[config.mk]
export PLATFORM = sky130hd
export DESIGN_NAME = burst_header_fec_length_decoder_top
export DESIGN_NICKNAME = d
export VERILOG_FILES = /design/src/hw/rtl/bhfl_pkg.sv /design/src/hw/rtl/bhfl_hdr_fix.sv /design/src/hw/rtl/bhfl_len_calc.sv /design/src/hw/rtl/burst_header_fec_length_decoder_top.sv
export SDC_FILE = /design/constraint.sdc
export NUM_CORES = 1
export LEC_CHECK = 0
export BUFFER_PORTS_ARGS = -buffer_cell sky130_fd_sc_hd__buf_2
export CAP_MARGIN = 10
export CELL_PAD_IN_SITES_DETAIL_PLACEMENT = 0
export CELL_PAD_IN_SITES_GLOBAL_PLACEMENT = 1
export CORE_MARGIN = 2
export CORE_UTILIZATION = 40
export DETAILED_ROUTE_END_ITERATION = 12
export PLACE_DENSITY_LB_ADDON = 0.1
export REMOVE_ABC_BUFFERS = 1
export SYNTH_ARGS = -nofsm -noshare
export SYNTH_HDL_FRONTEND = slang
export SYNTH_SLANG_ARGS = --single-unit
[constraint.sdc]
create_clock -name clk -period 7.05 [get_ports clk]
set_input_delay 1.41 -clock clk [delete_from_list [all_inputs] [get_ports clk]]
set_output_delay 1.41 -clock clk [all_outputs]
set_load 0.02 [all_outputs]
[src/hw/rtl/bhfl_pkg.sv]
package bhfl_pkg;

  // Field widths
  localparam int HDR_W      = 25;
  localparam int KEEP_W     = 22;
  localparam int LEN_W      = 17;
  localparam int SYND_W     = 5;
  localparam int WGT_W      = 2;
  localparam int STATUS_W   = 2;
  localparam int OCT_W      = 15;
  localparam int BLK_W      = 7;
  localparam int LAST_W     = 8;
  localparam int FEC_W      = 9;
  localparam int REQ_W      = 18;
  localparam int CFG_IDX_W  = 2;
  localparam int CFG_DATA_W = 17;
  localparam int FEC_SUM_W  = 32;

  // Code block geometry
  localparam int BLOCK_TOTAL = 255;
  localparam int BLOCK_DATA  = 249;
  localparam logic [FEC_SUM_W-1:0] FEC_PER_BLK = FEC_SUM_W'(BLOCK_TOTAL - BLOCK_DATA);
  localparam int DATA_W = $clog2(BLOCK_DATA + 1);
  localparam int REM_W  = DATA_W + 1;

  // Reciprocal for the divide by the block data size
  localparam int RECIP_SHIFT = 24;
  localparam int RECIP       = (1 << RECIP_SHIFT) / BLOCK_DATA;
  localparam int PROD_W      = OCT_W + RECIP_SHIFT;

  // Parity octets for a partial last block
  localparam int TAIL_W = 3;
  localparam int TAIL_T1 = 3;
  localparam int TAIL_T2 = 31;
  localparam int TAIL_T3 = 68;
  localparam logic [TAIL_W-1:0] TAIL_P0 = 3'd0;
  localparam logic [TAIL_W-1:0] TAIL_P1 = 3'd2;
  localparam logic [TAIL_W-1:0] TAIL_P2 = 3'd4;
  localparam logic [TAIL_W-1:0] TAIL_P3 = 3'd6;

  // Result status codes
  localparam logic [STATUS_W-1:0] STATUS_OK    = 2'd0;
  localparam logic [STATUS_W-1:0] STATUS_RESV  = 2'd1;
  localparam logic [STATUS_W-1:0] STATUS_LONG  = 2'd2;
  localparam logic [STATUS_W-1:0] STATUS_SHORT = 2'd3;

  // Register indexes and reset values
  localparam logic [CFG_IDX_W-1:0]  CFG_IDX_CLEAN = 2'd0;
  localparam logic [CFG_IDX_W-1:0]  CFG_IDX_CORR  = 2'd1;
  localparam logic [CFG_DATA_W-1:0] LEN_CLEAN_RST = 17'h03FFF;
  localparam logic [CFG_DATA_W-1:0] LEN_CORR_RST  = 17'h01FFF;

  // Input word to result word, in cycles
  localparam int PIPE_LAT = 7;

  // Parity check rows; index 4 gives the syndrome msb
  localparam logic [SYND_W-1:0][HDR_W-1:0] CHECK_ROWS = {
    25'h0001FF0, 25'h07E1FE8, 25'h18E61E4, 25'h1B6A662, 25'h0D3CAA1
  };

  // Decoded header passed from the front end to the length arithmetic
  typedef struct packed {
    logic                vld;
    logic                resv_bad;
    logic                len_over;
    logic [SYND_W-1:0]   syndrome;
    logic [WGT_W-1:0]    weight;
    logic [LEN_W-1:0]    len;
    logic [OCT_W-1:0]    octs;
  } hdr_res_t;

  // Correction pattern for each syndrome
  function automatic logic [HDR_W-1:0] fix_pattern(input logic [SYND_W-1:0] s);
    logic [HDR_W-1:0] p;
    case (s)
      5'd0:  p = 25'h0000000;
      5'd1:  p = 25'h0000001;
      5'd2:  p = 25'h0000002;
      5'd3:  p = 25'h0800004;
      5'd4:  p = 25'h0000004;
      5'd5:  p = 25'h0800002;
      5'd6:  p = 25'h1000000;
      5'd7:  p = 25'h0800000;
      5'd8:  p = 25'h0000008;
      5'd9:  p = 25'h0400000;
      5'd10: p = 25'h0200000;
      5'd11: p = 25'h0100000;
      5'd12: p = 25'h0080000;
      5'd13: p = 25'h1100000;
      5'd14: p = 25'h0040000;
      5'd15: p = 25'h0020000;
      5'd16: p = 25'h0000010;
      5'd17: p = 25'h0010000;
      5'd18: p = 25'h0804000;
      5'd19: p = 25'h0008000;
      5'd20: p = 25'h0808000;
      5'd21: p = 25'h0004000;
      5'd22: p = 25'h0002000;
      5'd23: p = 25'h1010000;
      5'd24: p = 25'h0001000;
      5'd25: p = 25'h0000800;
      5'd26: p = 25'h0000400;
      5'd27: p = 25'h0000200;
      5'd28: p = 25'h0000100;
      5'd29: p = 25'h0000080;
      5'd30: p = 25'h0000040;
      5'd31: p = 25'h0000020;
      default: p = '0;
    endcase
    return p;
  endfunction

  // Number of bits the pattern corrects
  function automatic logic [WGT_W-1:0] fix_weight(input logic [SYND_W-1:0] s);
    logic [WGT_W-1:0] w;
    case (s)
      5'd0:                                  w = 2'd0;
      5'd3, 5'd5, 5'd13, 5'd18, 5'd20, 5'd23: w = 2'd2;
      default:                               w = 2'd1;
    endcase
    return w;
  endfunction

endpackage

[src/hw/rtl/bhfl_hdr_fix.sv]
module bhfl_hdr_fix (
  input  logic                             clk,
  input  logic                             rst_n,
  input  logic                             in_vld,
  input  logic [bhfl_pkg::HDR_W-1:0]       in_hdr,
  input  logic [bhfl_pkg::CFG_DATA_W-1:0]  max_clean,
  input  logic [bhfl_pkg::CFG_DATA_W-1:0]  max_corr,
  output bhfl_pkg::hdr_res_t               res
);
  import bhfl_pkg::*;

  logic                vld1_r;
  logic [KEEP_W-1:0]   keep1_r;
  logic [SYND_W-1:0]   synd1_r;
  logic [KEEP_W-1:0]   keep_nxt;
  logic [SYND_W-1:0]   synd_nxt;
  logic [HDR_W-1:0]    fixed;
  logic [LEN_W-1:0]    len_f;
  logic [LEN_W:0]      len_sum;
  hdr_res_t            res_nxt;
  hdr_res_t            res_r;

  // Drop the reserved bits and form the syndrome
  always_comb begin
    keep_nxt = in_hdr[KEEP_W-1:0];
    for (int k = 0; k < SYND_W; k++) begin
      synd_nxt[k] = ^(keep_nxt & CHECK_ROWS[k][KEEP_W-1:0]);
    end
  end

  always_ff @(posedge clk) begin
    if (!rst_n) begin
      vld1_r <= 1'b0;
    end else begin
      vld1_r  <= in_vld;
      keep1_r <= keep_nxt;
      synd1_r <= synd_nxt;
    end
  end

  // Apply the correction, reverse the length and check the limits
  always_comb begin
    fixed = {{(HDR_W-KEEP_W){1'b0}}, keep1_r} ^ fix_pattern(synd1_r);
    for (int i = 0; i < LEN_W; i++) begin
      len_f[i] = fixed[SYND_W + LEN_W - 1 - i];
    end
    len_sum = {1'b0, len_f} + (LEN_W+1)'(7);
    res_nxt.vld      = vld1_r;
    res_nxt.resv_bad = |fixed[HDR_W-1:KEEP_W];
    res_nxt.len_over = ((synd1_r != '0) && (len_f > max_corr)) || (len_f > max_clean);
    res_nxt.syndrome = synd1_r;
    res_nxt.weight   = fix_weight(synd1_r);
    res_nxt.len      = len_f;
    res_nxt.octs     = len_sum[LEN_W:3];
  end

  always_ff @(posedge clk) begin
    if (!rst_n) begin
      res_r.vld <= 1'b0;
    end else begin
      res_r <= res_nxt;
    end
  end

  assign res = res_r;

endmodule

[src/hw/rtl/bhfl_len_calc.sv]
module bhfl_len_calc (
  input  logic                            clk,
  input  logic                            rst_n,
  input  bhfl_pkg::hdr_res_t              hdr,
  output logic                            out_strobe,
  output logic [bhfl_pkg::STATUS_W-1:0]   out_status,
  output logic [bhfl_pkg::SYND_W-1:0]     out_syndrome,
  output logic [bhfl_pkg::WGT_W-1:0]      out_syndrome_weight,
  output logic [bhfl_pkg::LEN_W-1:0]      out_length_bits,
  output logic [bhfl_pkg::OCT_W-1:0]      out_length_octets,
  output logic [bhfl_pkg::BLK_W-1:0]      out_block_count,
  output logic [bhfl_pkg::LAST_W-1:0]     out_last_block_octets,
  output logic [bhfl_pkg::FEC_W-1:0]      out_fec_octets,
  output logic [bhfl_pkg::REQ_W-1:0]      out_requested_bits
);
  import bhfl_pkg::*;

  localparam int QD_W = OCT_W + DATA_W;

  // Stage registers
  hdr_res_t               s3_h_r, s4_h_r, s5_h_r, s6_h_r;
  logic [PROD_W-1:0]      s3_prod_r;
  logic [OCT_W-1:0]       s4_q_r, s5_q_r;
  logic [REM_W-1:0]       s4_r_r;
  logic [DATA_W-1:0]      s5_last_r, s6_last_r;
  logic [TAIL_W-1:0]      s5_tail_r;
  logic [FEC_SUM_W-1:0]   s6_fec_r;
  logic [BLK_W-1:0]       s6_blk_r;

  logic                   strobe_r;
  logic [STATUS_W-1:0]    status_r;
  logic [SYND_W-1:0]      synd_r;
  logic [WGT_W-1:0]       wgt_r;
  logic [LEN_W-1:0]       len_r;
  logic [OCT_W-1:0]       octs_r;
  logic [BLK_W-1:0]       blk_r;
  logic [LAST_W-1:0]      last_r;
  logic [FEC_W-1:0]       fec_r;
  logic [REQ_W-1:0]       req_r;

  // Combinational values between stages
  logic [PROD_W-1:0]      prod_nxt;
  logic [OCT_W-1:0]       q0;
  logic [QD_W-1:0]        qd;
  logic [QD_W-1:0]        r_full;
  logic [OCT_W-1:0]       q_nxt;
  logic [REM_W-1:0]       r_nxt;
  logic [TAIL_W-1:0]      tail_nxt;
  logic [FEC_SUM_W-1:0]   fec_nxt;
  logic [BLK_W-1:0]       blk_nxt;
  logic [FEC_SUM_W-1:0]   sum_nxt;
  logic                   drop_len;
  logic                   drop_oct;
  logic [STATUS_W-1:0]    status_nxt;

  // Stage 3: multiply the octet count by the reciprocal
  assign prod_nxt = PROD_W'(hdr.octs) * PROD_W'(RECIP);

  always_ff @(posedge clk) begin
    if (!rst_n) begin
      s3_h_r.vld <= 1'b0;
    end else begin
      s3_h_r    <= hdr;
      s3_prod_r <= prod_nxt;
    end
  end

  // Stage 4: estimate quotient and remainder
  always_comb begin
    q0     = s3_prod_r[PROD_W-1:RECIP_SHIFT];
    qd     = QD_W'(q0) * QD_W'(BLOCK_DATA);
    r_full = QD_W'(s3_h_r.octs) - qd;
  end

  always_ff @(posedge clk) begin
    if (!rst_n) begin
      s4_h_r.vld <= 1'b0;
    end else begin
      s4_h_r <= s3_h_r;
      s4_q_r <= q0;
      s4_r_r <= r_full[REM_W-1:0];
    end
  end

  // Stage 5: correct the estimate by one and pick the tail parity
  always_comb begin
    if (s4_r_r >= REM_W'(BLOCK_DATA)) begin
      q_nxt = s4_q_r + OCT_W'(1);
      r_nxt = s4_r_r - REM_W'(BLOCK_DATA);
    end else begin
      q_nxt = s4_q_r;
      r_nxt = s4_r_r;
    end
    if (32'(r_nxt) < TAIL_T1) begin
      tail_nxt = TAIL_P0;
    end else if (32'(r_nxt) < TAIL_T2) begin
      tail_nxt = TAIL_P1;
    end else if (32'(r_nxt) < TAIL_T3) begin
      tail_nxt = TAIL_P2;
    end else begin
      tail_nxt = TAIL_P3;
    end
  end

  always_ff @(posedge clk) begin
    if (!rst_n) begin
      s5_h_r.vld <= 1'b0;
    end else begin
      s5_h_r    <= s4_h_r;
      s5_q_r    <= q_nxt;
      s5_last_r <= r_nxt[DATA_W-1:0];
      s5_tail_r <= tail_nxt;
    end
  end

  // Stage 6: parity octets and block count
  always_comb begin
    fec_nxt = FEC_SUM_W'(s5_q_r) * FEC_PER_BLK + FEC_SUM_W'(s5_tail_r);
    blk_nxt = BLK_W'(s5_q_r) + BLK_W'(s5_last_r != '0);
  end

  always_ff @(posedge clk) begin
    if (!rst_n) begin
      s6_h_r.vld <= 1'b0;
    end else begin
      s6_h_r    <= s5_h_r;
      s6_fec_r  <= fec_nxt;
      s6_blk_r  <= blk_nxt;
      s6_last_r <= s5_last_r;
    end
  end

  // Stage 7: status, requested bits and masking of rejected fields
  always_comb begin
    sum_nxt  = FEC_SUM_W'(s6_h_r.octs) + s6_fec_r;
    drop_len = s6_h_r.resv_bad;
    drop_oct = s6_h_r.resv_bad || s6_h_r.len_over;
    if (s6_h_r.resv_bad) begin
      status_nxt = STATUS_RESV;
    end else if (s6_h_r.len_over) begin
      status_nxt = STATUS_LONG;
    end else if (s6_fec_r == '0) begin
      status_nxt = STATUS_SHORT;
    end else begin
      status_nxt = STATUS_OK;
    end
  end

  always_ff @(posedge clk) begin
    if (!rst_n) begin
      strobe_r <= 1'b0;
    end else begin
      strobe_r <= s6_h_r.vld;
      status_r <= status_nxt;
      synd_r   <= s6_h_r.syndrome;
      wgt_r    <= s6_h_r.weight;
      len_r    <= drop_len ? '0 : s6_h_r.len;
      octs_r   <= drop_oct ? '0 : s6_h_r.octs;
      blk_r    <= drop_oct ? '0 : s6_blk_r;
      last_r   <= drop_oct ? '0 : LAST_W'(s6_last_r);
      fec_r    <= drop_oct ? '0 : s6_fec_r[FEC_W-1:0];
      req_r    <= (status_nxt == STATUS_OK) ? {sum_nxt[REQ_W-4:0], 3'b000} : '0;
    end
  end

  assign out_strobe            = strobe_r;
  assign out_status            = status_r;
  assign out_syndrome          = synd_r;
  assign out_syndrome_weight   = wgt_r;
  assign out_length_bits       = len_r;
  assign out_length_octets     = octs_r;
  assign out_block_count       = blk_r;
  assign out_last_block_octets = last_r;
  assign out_fec_octets        = fec_r;
  assign out_requested_bits    = req_r;

endmodule

[src/hw/rtl/burst_header_fec_length_decoder_top.sv]
// Burst header FEC and length decoder.
// Throughput: one header word per cycle through a seven stage pipeline; busy is low
// whenever reset is released and results are never held back, as the receiver cannot stall.
// Reset (synchronous, active low) empties the pipeline and restores both length limits.
module burst_header_fec_length_decoder_top (
  input  logic                              clk,
  input  logic                              rst_n,
  input  logic                              start,
  output logic                              busy,
  input  logic [bhfl_pkg::HDR_W-1:0]        in_header_word,
  output logic                              out_strobe,
  output logic [bhfl_pkg::STATUS_W-1:0]     out_status,
  output logic [bhfl_pkg::SYND_W-1:0]       out_syndrome,
  output logic [bhfl_pkg::WGT_W-1:0]        out_syndrome_weight,
  output logic [bhfl_pkg::LEN_W-1:0]        out_length_bits,
  output logic [bhfl_pkg::OCT_W-1:0]        out_length_octets,
  output logic [bhfl_pkg::BLK_W-1:0]        out_block_count,
  output logic [bhfl_pkg::LAST_W-1:0]       out_last_block_octets,
  output logic [bhfl_pkg::FEC_W-1:0]        out_fec_octets,
  output logic [bhfl_pkg::REQ_W-1:0]        out_requested_bits,
  input  logic                              cfg_valid,
  output logic                              cfg_ready,
  input  logic [bhfl_pkg::CFG_IDX_W-1:0]    cfg_index,
  input  logic [bhfl_pkg::CFG_DATA_W-1:0]   cfg_data
);
  import bhfl_pkg::*;

  logic [CFG_DATA_W-1:0] max_clean_r;
  logic [CFG_DATA_W-1:0] max_corr_r;
  logic                  in_vld;
  hdr_res_t              hdr_res;

  // Take a word whenever out of reset
  assign busy      = ~rst_n;
  assign cfg_ready = 1'b1;
  assign in_vld    = start & ~busy;

  // Length limit registers; ignore writes beyond the register list
  always_ff @(posedge clk) begin
    if (!rst_n) begin
      max_clean_r <= LEN_CLEAN_RST;
      max_corr_r  <= LEN_CORR_RST;
    end else if (cfg_valid && cfg_ready) begin
      case (cfg_index)
        CFG_IDX_CLEAN: max_clean_r <= cfg_data;
        CFG_IDX_CORR:  max_corr_r  <= cfg_data;
        default: ;
      endcase
    end
  end

  bhfl_hdr_fix u_hdr_fix (
    .clk       (clk),
    .rst_n     (rst_n),
    .in_vld    (in_vld),
    .in_hdr    (in_header_word),
    .max_clean (max_clean_r),
    .max_corr  (max_corr_r),
    .res       (hdr_res)
  );

  bhfl_len_calc u_len_calc (
    .clk                   (clk),
    .rst_n                 (rst_n),
    .hdr                   (hdr_res),
    .out_strobe            (out_strobe),
    .out_status            (out_status),
    .out_syndrome          (out_syndrome),
    .out_syndrome_weight   (out_syndrome_weight),
    .out_length_bits       (out_length_bits),
    .out_length_octets     (out_length_octets),
    .out_block_count       (out_block_count),
    .out_last_block_octets (out_last_block_octets),
    .out_fec_octets        (out_fec_octets),
    .out_requested_bits    (out_requested_bits)
  );

endmodule

## Yosys cells after proc, flatten, opt, wreduce, memory -nomap -nowiden

Memory sizes are Yosys's and may differ from the RTL's. A register that Yosys moved wholly into a read port is not among the register bits.
Cells that the tools add are included.

| word-level totals | value |
|---|---|
| register bits after elaboration | 458 |
| memory bits (read-only) | 800 |
| input port bits | 48 |
| output and inout port bits | 86 |
| word-level logic and storage cells | 117 |
| memories kept | 1 |

| cells by class | value |
|---|---|
| add/subtract/negate cells | 7 |
| $mul | 3 |
| $lt $le $gt $ge | 6 |
| eq/ne operators | 7 |
| muxes and demuxes | 9 |
| bitwise logic cells | 3 |
| reductions and logical operators | 19 |

Memory list:

| name | depth | width | rd ports | clocked after memory_dff | wr ports | line | RTL |
|---|---|---|---|---|---|---|---|
| (no name shown) | 32 | 25 | 1 | 1 | 0 | bhfl_pkg.sv:75 | `case (s)` |

Operators with widths:

| operator | count |
|---|---|
| 22-bit XOR reduction | 5 |
| 17-bit > comparator | 2 |
| 32-bit logical NOT | 1 |
| 15-bit by 16-bit multiplier with 31-bit output, second input constant | 1 |
| 22-bit by 25-bit XOR with 25-bit output | 1 |
| 18-bit by 3-bit adder with 19-bit output | 1 |
| 17-bit by 3-bit adder with 18-bit output, second input constant | 1 |
| 15-bit adder | 1 |
| 5-bit equality test, second input constant | 3 |
| 9-bit by 2-bit multiplier with 11-bit output, second input constant | 1 |
| 2-bit 2-to-1 mux | 5 |
| 8-bit by 1-bit adder with 9-bit output, second input constant | 1 |
| 9-bit by 8-bit greater-or-equal comparator with 1-bit output, second input constant | 1 |
| 9-bit by 2-bit < comparator with 1-bit output, second input constant | 1 |
| 9-bit by 5-bit < comparator with 1-bit output, second input constant | 1 |
| 9-bit by 7-bit < comparator with 1-bit output, second input constant | 1 |
| 8-bit by 8-bit multiplier with 9-bit output, second input constant | 1 |
| 9-bit 2-to-1 mux | 1 |
| 9-bit by 8-bit subtractor with 9-bit output, second input constant | 1 |
| 9-bit subtractor | 1 |
| 8-bit 2-to-1 mux | 1 |
| 8-bit nonzero test | 1 |
| 7-bit by 1-bit adder with 7-bit output | 1 |
| 6-bit OR reduction | 1 |
| other kinds (16) | 19 |

## Longest topological paths before layout

| depth | value |
|---|---|
| depth after elaboration | 5 |
| mapped depth | 21 |
| depth with buffers taken out | 21 |

## Hierarchy

From an unflattened synthesis, not the netlist that was laid out.

| second synthesis, totals | value |
|---|---|
| cell total of the unflattened synthesis | 1581 |
| area total of the unflattened synthesis | 21742.1 um2 |

Modules (own cells, without submodules):

| module | instances | cells each | area each (um2) | seq. area each (um2) |
|---|---|---|---|---|
| bhfl_len_calc | 1 | 1091 | 16025.4 | 9529.1 |
| bhfl_hdr_fix | 1 | 354 | 4296.6 | 2332.2 |
| burst_header_fec_length_decoder_top | 1 | 136 | 1420.1 | 680.7 |

## Worst setup path before layout

OpenSTA, ideal clock, no wires.

| path | value |
|---|---|
| path kind | reg2reg |
| start | register u_hdr_fix.res_r, in the netlist u_hdr_fix.res[9] |
| end | register u_len_calc.s3_prod_r[30], data pin |
| setup time | 264 ps |
| data arrival time | 4810 ps |
| required time | 6786 ps |
| setup slack | 1976 ps |
| stages on the path, launching flop included | 20 |
| buffers on the path | 0 |
| period minus slack after synthesis | 5074 ps |
| path through | edfxtp_1 inv_1 fa_1 inv_1 ha_1 fa_1 inv_1 fa_1 inv_1 fa_1 ha_1 ha_1 a21oi_1 o21ai_0 a221oi_1 o21ai_0 a31oi_1 o21ai_0 a21oi_1 xnor2_1 |

| on the way | value |
|---|---|
| word-level cells in the longest chain between the ends | 1 |

RTL lines:

| what | line | RTL |
|---|---|---|
| start: declaration | bhfl_hdr_fix.sv:21 | `hdr_res_t res_r;` |
| start signal: assignment | bhfl_hdr_fix.sv:61 | `res_r <= res_nxt;` |
| 15-bit by 16-bit multiplier with 31-bit output | bhfl_len_calc.sv:57 | `assign prod_nxt = PROD_W'(hdr.octs) * PROD_W'(RECIP);` |
| net u_len_calc.prod_nxt[30] | bhfl_len_calc.sv:42 | `logic [PROD_W-1:0] prod_nxt;` |
| end signal: assignment | bhfl_len_calc.sv:64 | `s3_prod_r <= prod_nxt;` |
| end: declaration | bhfl_len_calc.sv:22 | `logic [PROD_W-1:0] s3_prod_r;` |

The timed path passes the listed nets, and every way through them passes these cells.
A chain may end at the register's enable or synchronous reset.

## Worst setup path in the final report

Same ends and word-level chain as after synthesis.

==> flow_summary.yaml <==
clock_tree:
  insertion_delay_ps: 570
  htree_levels: 2
  cts_hold_buffers: 0
  cts.repair.resized: 0
  ctsLongestPathBuffers: 3
  tritoncts.num_buffers: 47
  numClockSinks: 438
  tritoncts: "done"
  buffers_inserted_during_post_cts_setup_optimization: 0
  clock_slew_at_the_register_clock_pins_of_the_worst_setup_and_hold_paths_ps: 60
  clock-root-buffer: "clkbuf_16"
yosys:
  synth.area.top_cells: "edfxtp_1, ha_1, fa_1, dfxtp_1, xnor2_1"
  synth_cells: 1561
  main_combinational_cell_family_by_area_after_synthesis: "adder cells"
  synth_mux_area_frac: 0.00446
  ys.flop_type: "edfxtp_1"
  post_synth.cell_area_avg_um2: 13.7
  number_of_synthesized_flops_with_an_enable_pin: 377
  yosys_warnings: 0
  yosys.cell_types.count: 56
  synth_common_cells: "edfxtp_1, ha_1, inv_1"
  netlist.top_cell.by_area: "edfxtp_1"
  yosysTopAreaCellShare: 0.531
  synth_compound_gate_area_share: 0.0547
  sequential_fraction_of_the_synthesis_area: 0.588
  post_synth_fa_ha_maj_area_fraction: 0.183
  ys_ff_latch: 438
  synth.most_common_cell: "edfxtp_1"
  synth-xor-area-share: 0.0550
  synth_simple_gate_area_frac: 0.0759
  syn_area_um2: 21300
  synth_async_sr_flop_share: 0
placed_design:
  gp_congestion: 0.778
  io_buffers: 125
  dp_wirelength_mm: 27.7
  dpl_worst_slack_ps: 1190
hold_path:
  whs_path_depth: 0
  hold_class: "reg -> reg"
  whs_endpoint: "u_len_calc.s3_h_r[28]$_DFFE_PP_"
  hold_path_startpoint: "u_hdr_fix.res[28]$_DFFE_PP_"
power_and_ir_drop:
  power.total_mw: 11.6
  ir_drop_mv: 0.361
  p_leak_nw: 10.2
  power-per-cell-area_nw_per_um2: 478
floorplan:
  initial_core_util: 0.405
  chipWidth_um: 235
  die-area_um2: 55200
  design.core.area_um2: 52700
  pin_count: 134
  fp-row-count: 84
  die_height_um: 235
final_layout:
  antennaDiodeCount: 0
  area_growth_syn_to_layout_pct: 14.0
  final_layout_size_suffix_gt1_frac: 0.123
  final_net_count: 2036
route:
  drt_pass1_iterations: 5
  drt-wirelength-per-cell_um: 15.8
  ant_nets: 0
  route.final.wire_length_mm: 38.6
  vias_per_cell: 4.71
  drcViolationCount: 0
  initial_drt_markers: 725
  vias: 11500
sta:
  timing_worst_slew_pin_value_ps: 1090
  post-route-period-util: 0.822
  final.setup_skew_ps: 13.6
  report.final.slew_viol_count: 0
  slew-limit-headroom: 0.276
  timing.setup.tns_ps: 0
  report.final.setup_viol: 0
  timing.fmax_mhz: 173
  hold_viol: 0
  final_period_minus_worst_setup_slack_ps: 5790
  grt_setup_unrepaired: "false"
  finalWorstSetupSlack_ps: 1260
critical_path:
  r2r_setup_slack_ps: 1260
  worstPathCellList: "inv_1 > fa_1 > inv_1 > ha_1 > fa_1 > inv_1 > fa_1 > inv_1 > fa_1 > ha_1 > ha_1 > a21oi_1 > o21ai_0 > a221oi_1 > o21ai_0 > a31oi_1 > o21ai_0 > a21oi_1 > xnor2_1"
  endpoint_kind: "flop"
  critical_path_arrival_ps: 6090
  r2r_start: "u_hdr_fix.res[9]$_DFFE_PP_"
  path_max_fanout: 7
  reg2reg_to: "u_len_calc.s3_prod_r[30]$_DFFE_PP_"
  timing.critical_path.from_type: "flop"
  worstPathRequired_ps: 7350
  slowest_stage: "edfxtp_1"
  timing.setup.critical_path_class: "reg -> reg"
  max_stage_delay_ps: 580
  worst-r2r-cell-count: 19
global_routing:
  global_route.overflow_total: 0
  grt_pass1_vias: 11500
  global_route_wire_length_before_repair_mm: 62.4
  grt_antenna_before_repair: 1
  grt_start_max_net_pins: 163
  globalRouteTotalUtil: 0.142
status:
  status: "complete, no violations"
flow_run:
  maxCapViolations: 0
[cell families (layout without fill, tap and decap cells)]
kind of cell | after synthesis | count (layout)
compound gates | 182 | 182
buf+inv | 216 | 406
mux | 7 | 7
other cells | 2 | 5
xor+xnor | 130 | 130
simple gates | 314 | 314
fa+ha+maj | 272 | 272
flops | 438 | 438
[through the flow]
step | hold slack, ps | utilization | cell area [um2] | instances
finish | 409 | 0.462 | 24300 | 2442
global route | 420 | 0.462 | 24300 | 2442
CTS | 403 | 0.462 | 24300 | 2442
detailed placement | 405 | 0.433 | 22800 | 2355
global placement | 400 | 0.433 | 22800 | 2355
floorplan | 400 | - | 21200 | 1536
[layout make-up]
cell class,count,area (um2)
fillers,4739,28300
repair buffers,131,693
clock inverters,25,223
inverters,188,706
well taps,688,861
clock buffers,62,1320
flip-flops and latches,438,12500
multi-input cells,910,7980
[where the power goes]
part	internal (mW)	switching [mW]
combinational	2.52	2.92
sequential	3.47	0.288
clock	1.43	0.992
total	7.41	4.20
[cells in the final DEF (no fill, tap or decap), types with 31 or more instances in the layout]
cell,synthesis,layout
fa_1,66,66
dfxtp_1,61,61
clkbuf_16,0,49
nor2_1,58,58
ha_1,206,206
nand2_1,80,80
xnor2_1,88,88
edfxtp_1,377,377
o21ai_0,31,31
inv_1,187,187
and2_1,46,46
buf_2,0,124
a21oi_1,55,55
xor2_1,39,39
[critical path, delay by kind of cell, from the launching register on]
kind,cells,cell delay [ps]
xor gates and xnor gates,1,80
adders and majority gates,7,3000
buffers and inverters,4,270
DFF,1,580
AOI/OAI and AO/OA,7,1580
[flip-flops by register name, indices dropped and copies added, names as in the netlist, 12 cells and up, named ones only]
register	count
u_len_calc.s6_fec_r	12
u_len_calc.s5_h_r	42
u_len_calc.out_requested_bits	15
u_hdr_fix.keep1_r	17
u_len_calc.s3_h_r	42
max_clean_r	17
max_corr_r	17
u_hdr_fix.res	42
u_len_calc.out_length_bits	17
u_len_calc.s4_h_r	42
u_len_calc.s6_h_r	41
u_len_calc.out_length_octets	15
[layer usage]
metal / wire (um) / vias to the layer above / global-route usage
met2: 16800 / 160 / 0.213
met3: 1440 / 64 / 0.0278
met5: 12 / - / 0
li1: - / 5788 / -
met1: 19400 / 5480 / 0.208
met4: 901 / 2 / 0.0433
[worst max path at each step]
stage	slack, ps	endpoint	startpoint	cells after the start
final	1260	u_len_calc.s3_prod_r[30]$_DFFE_PP_	u_hdr_fix.res[9]$_DFFE_PP_	19
after global routing	940	u_len_calc.s3_prod_r[30]$_DFFE_PP_	u_hdr_fix.res[9]$_DFFE_PP_	19
after CTS	1150	u_len_calc.s3_prod_r[30]$_DFFE_PP_	u_hdr_fix.res[9]$_DFFE_PP_	19
after detailed placement	1190	u_len_calc.s3_prod_r[30]$_DFFE_PP_	u_hdr_fix.res[9]$_DFFE_PP_	19
after global placement	1150	u_len_calc.s3_prod_r[30]$_DFFE_PP_	u_hdr_fix.res[9]$_DFFE_PP_	19
after floorplan	1980	u_len_calc.s3_prod_r[30]$_DFFE_PP_	u_hdr_fix.res[9]$_DFFE_PP_	19
Note: power is estimated with default switching activity, not from simulation.
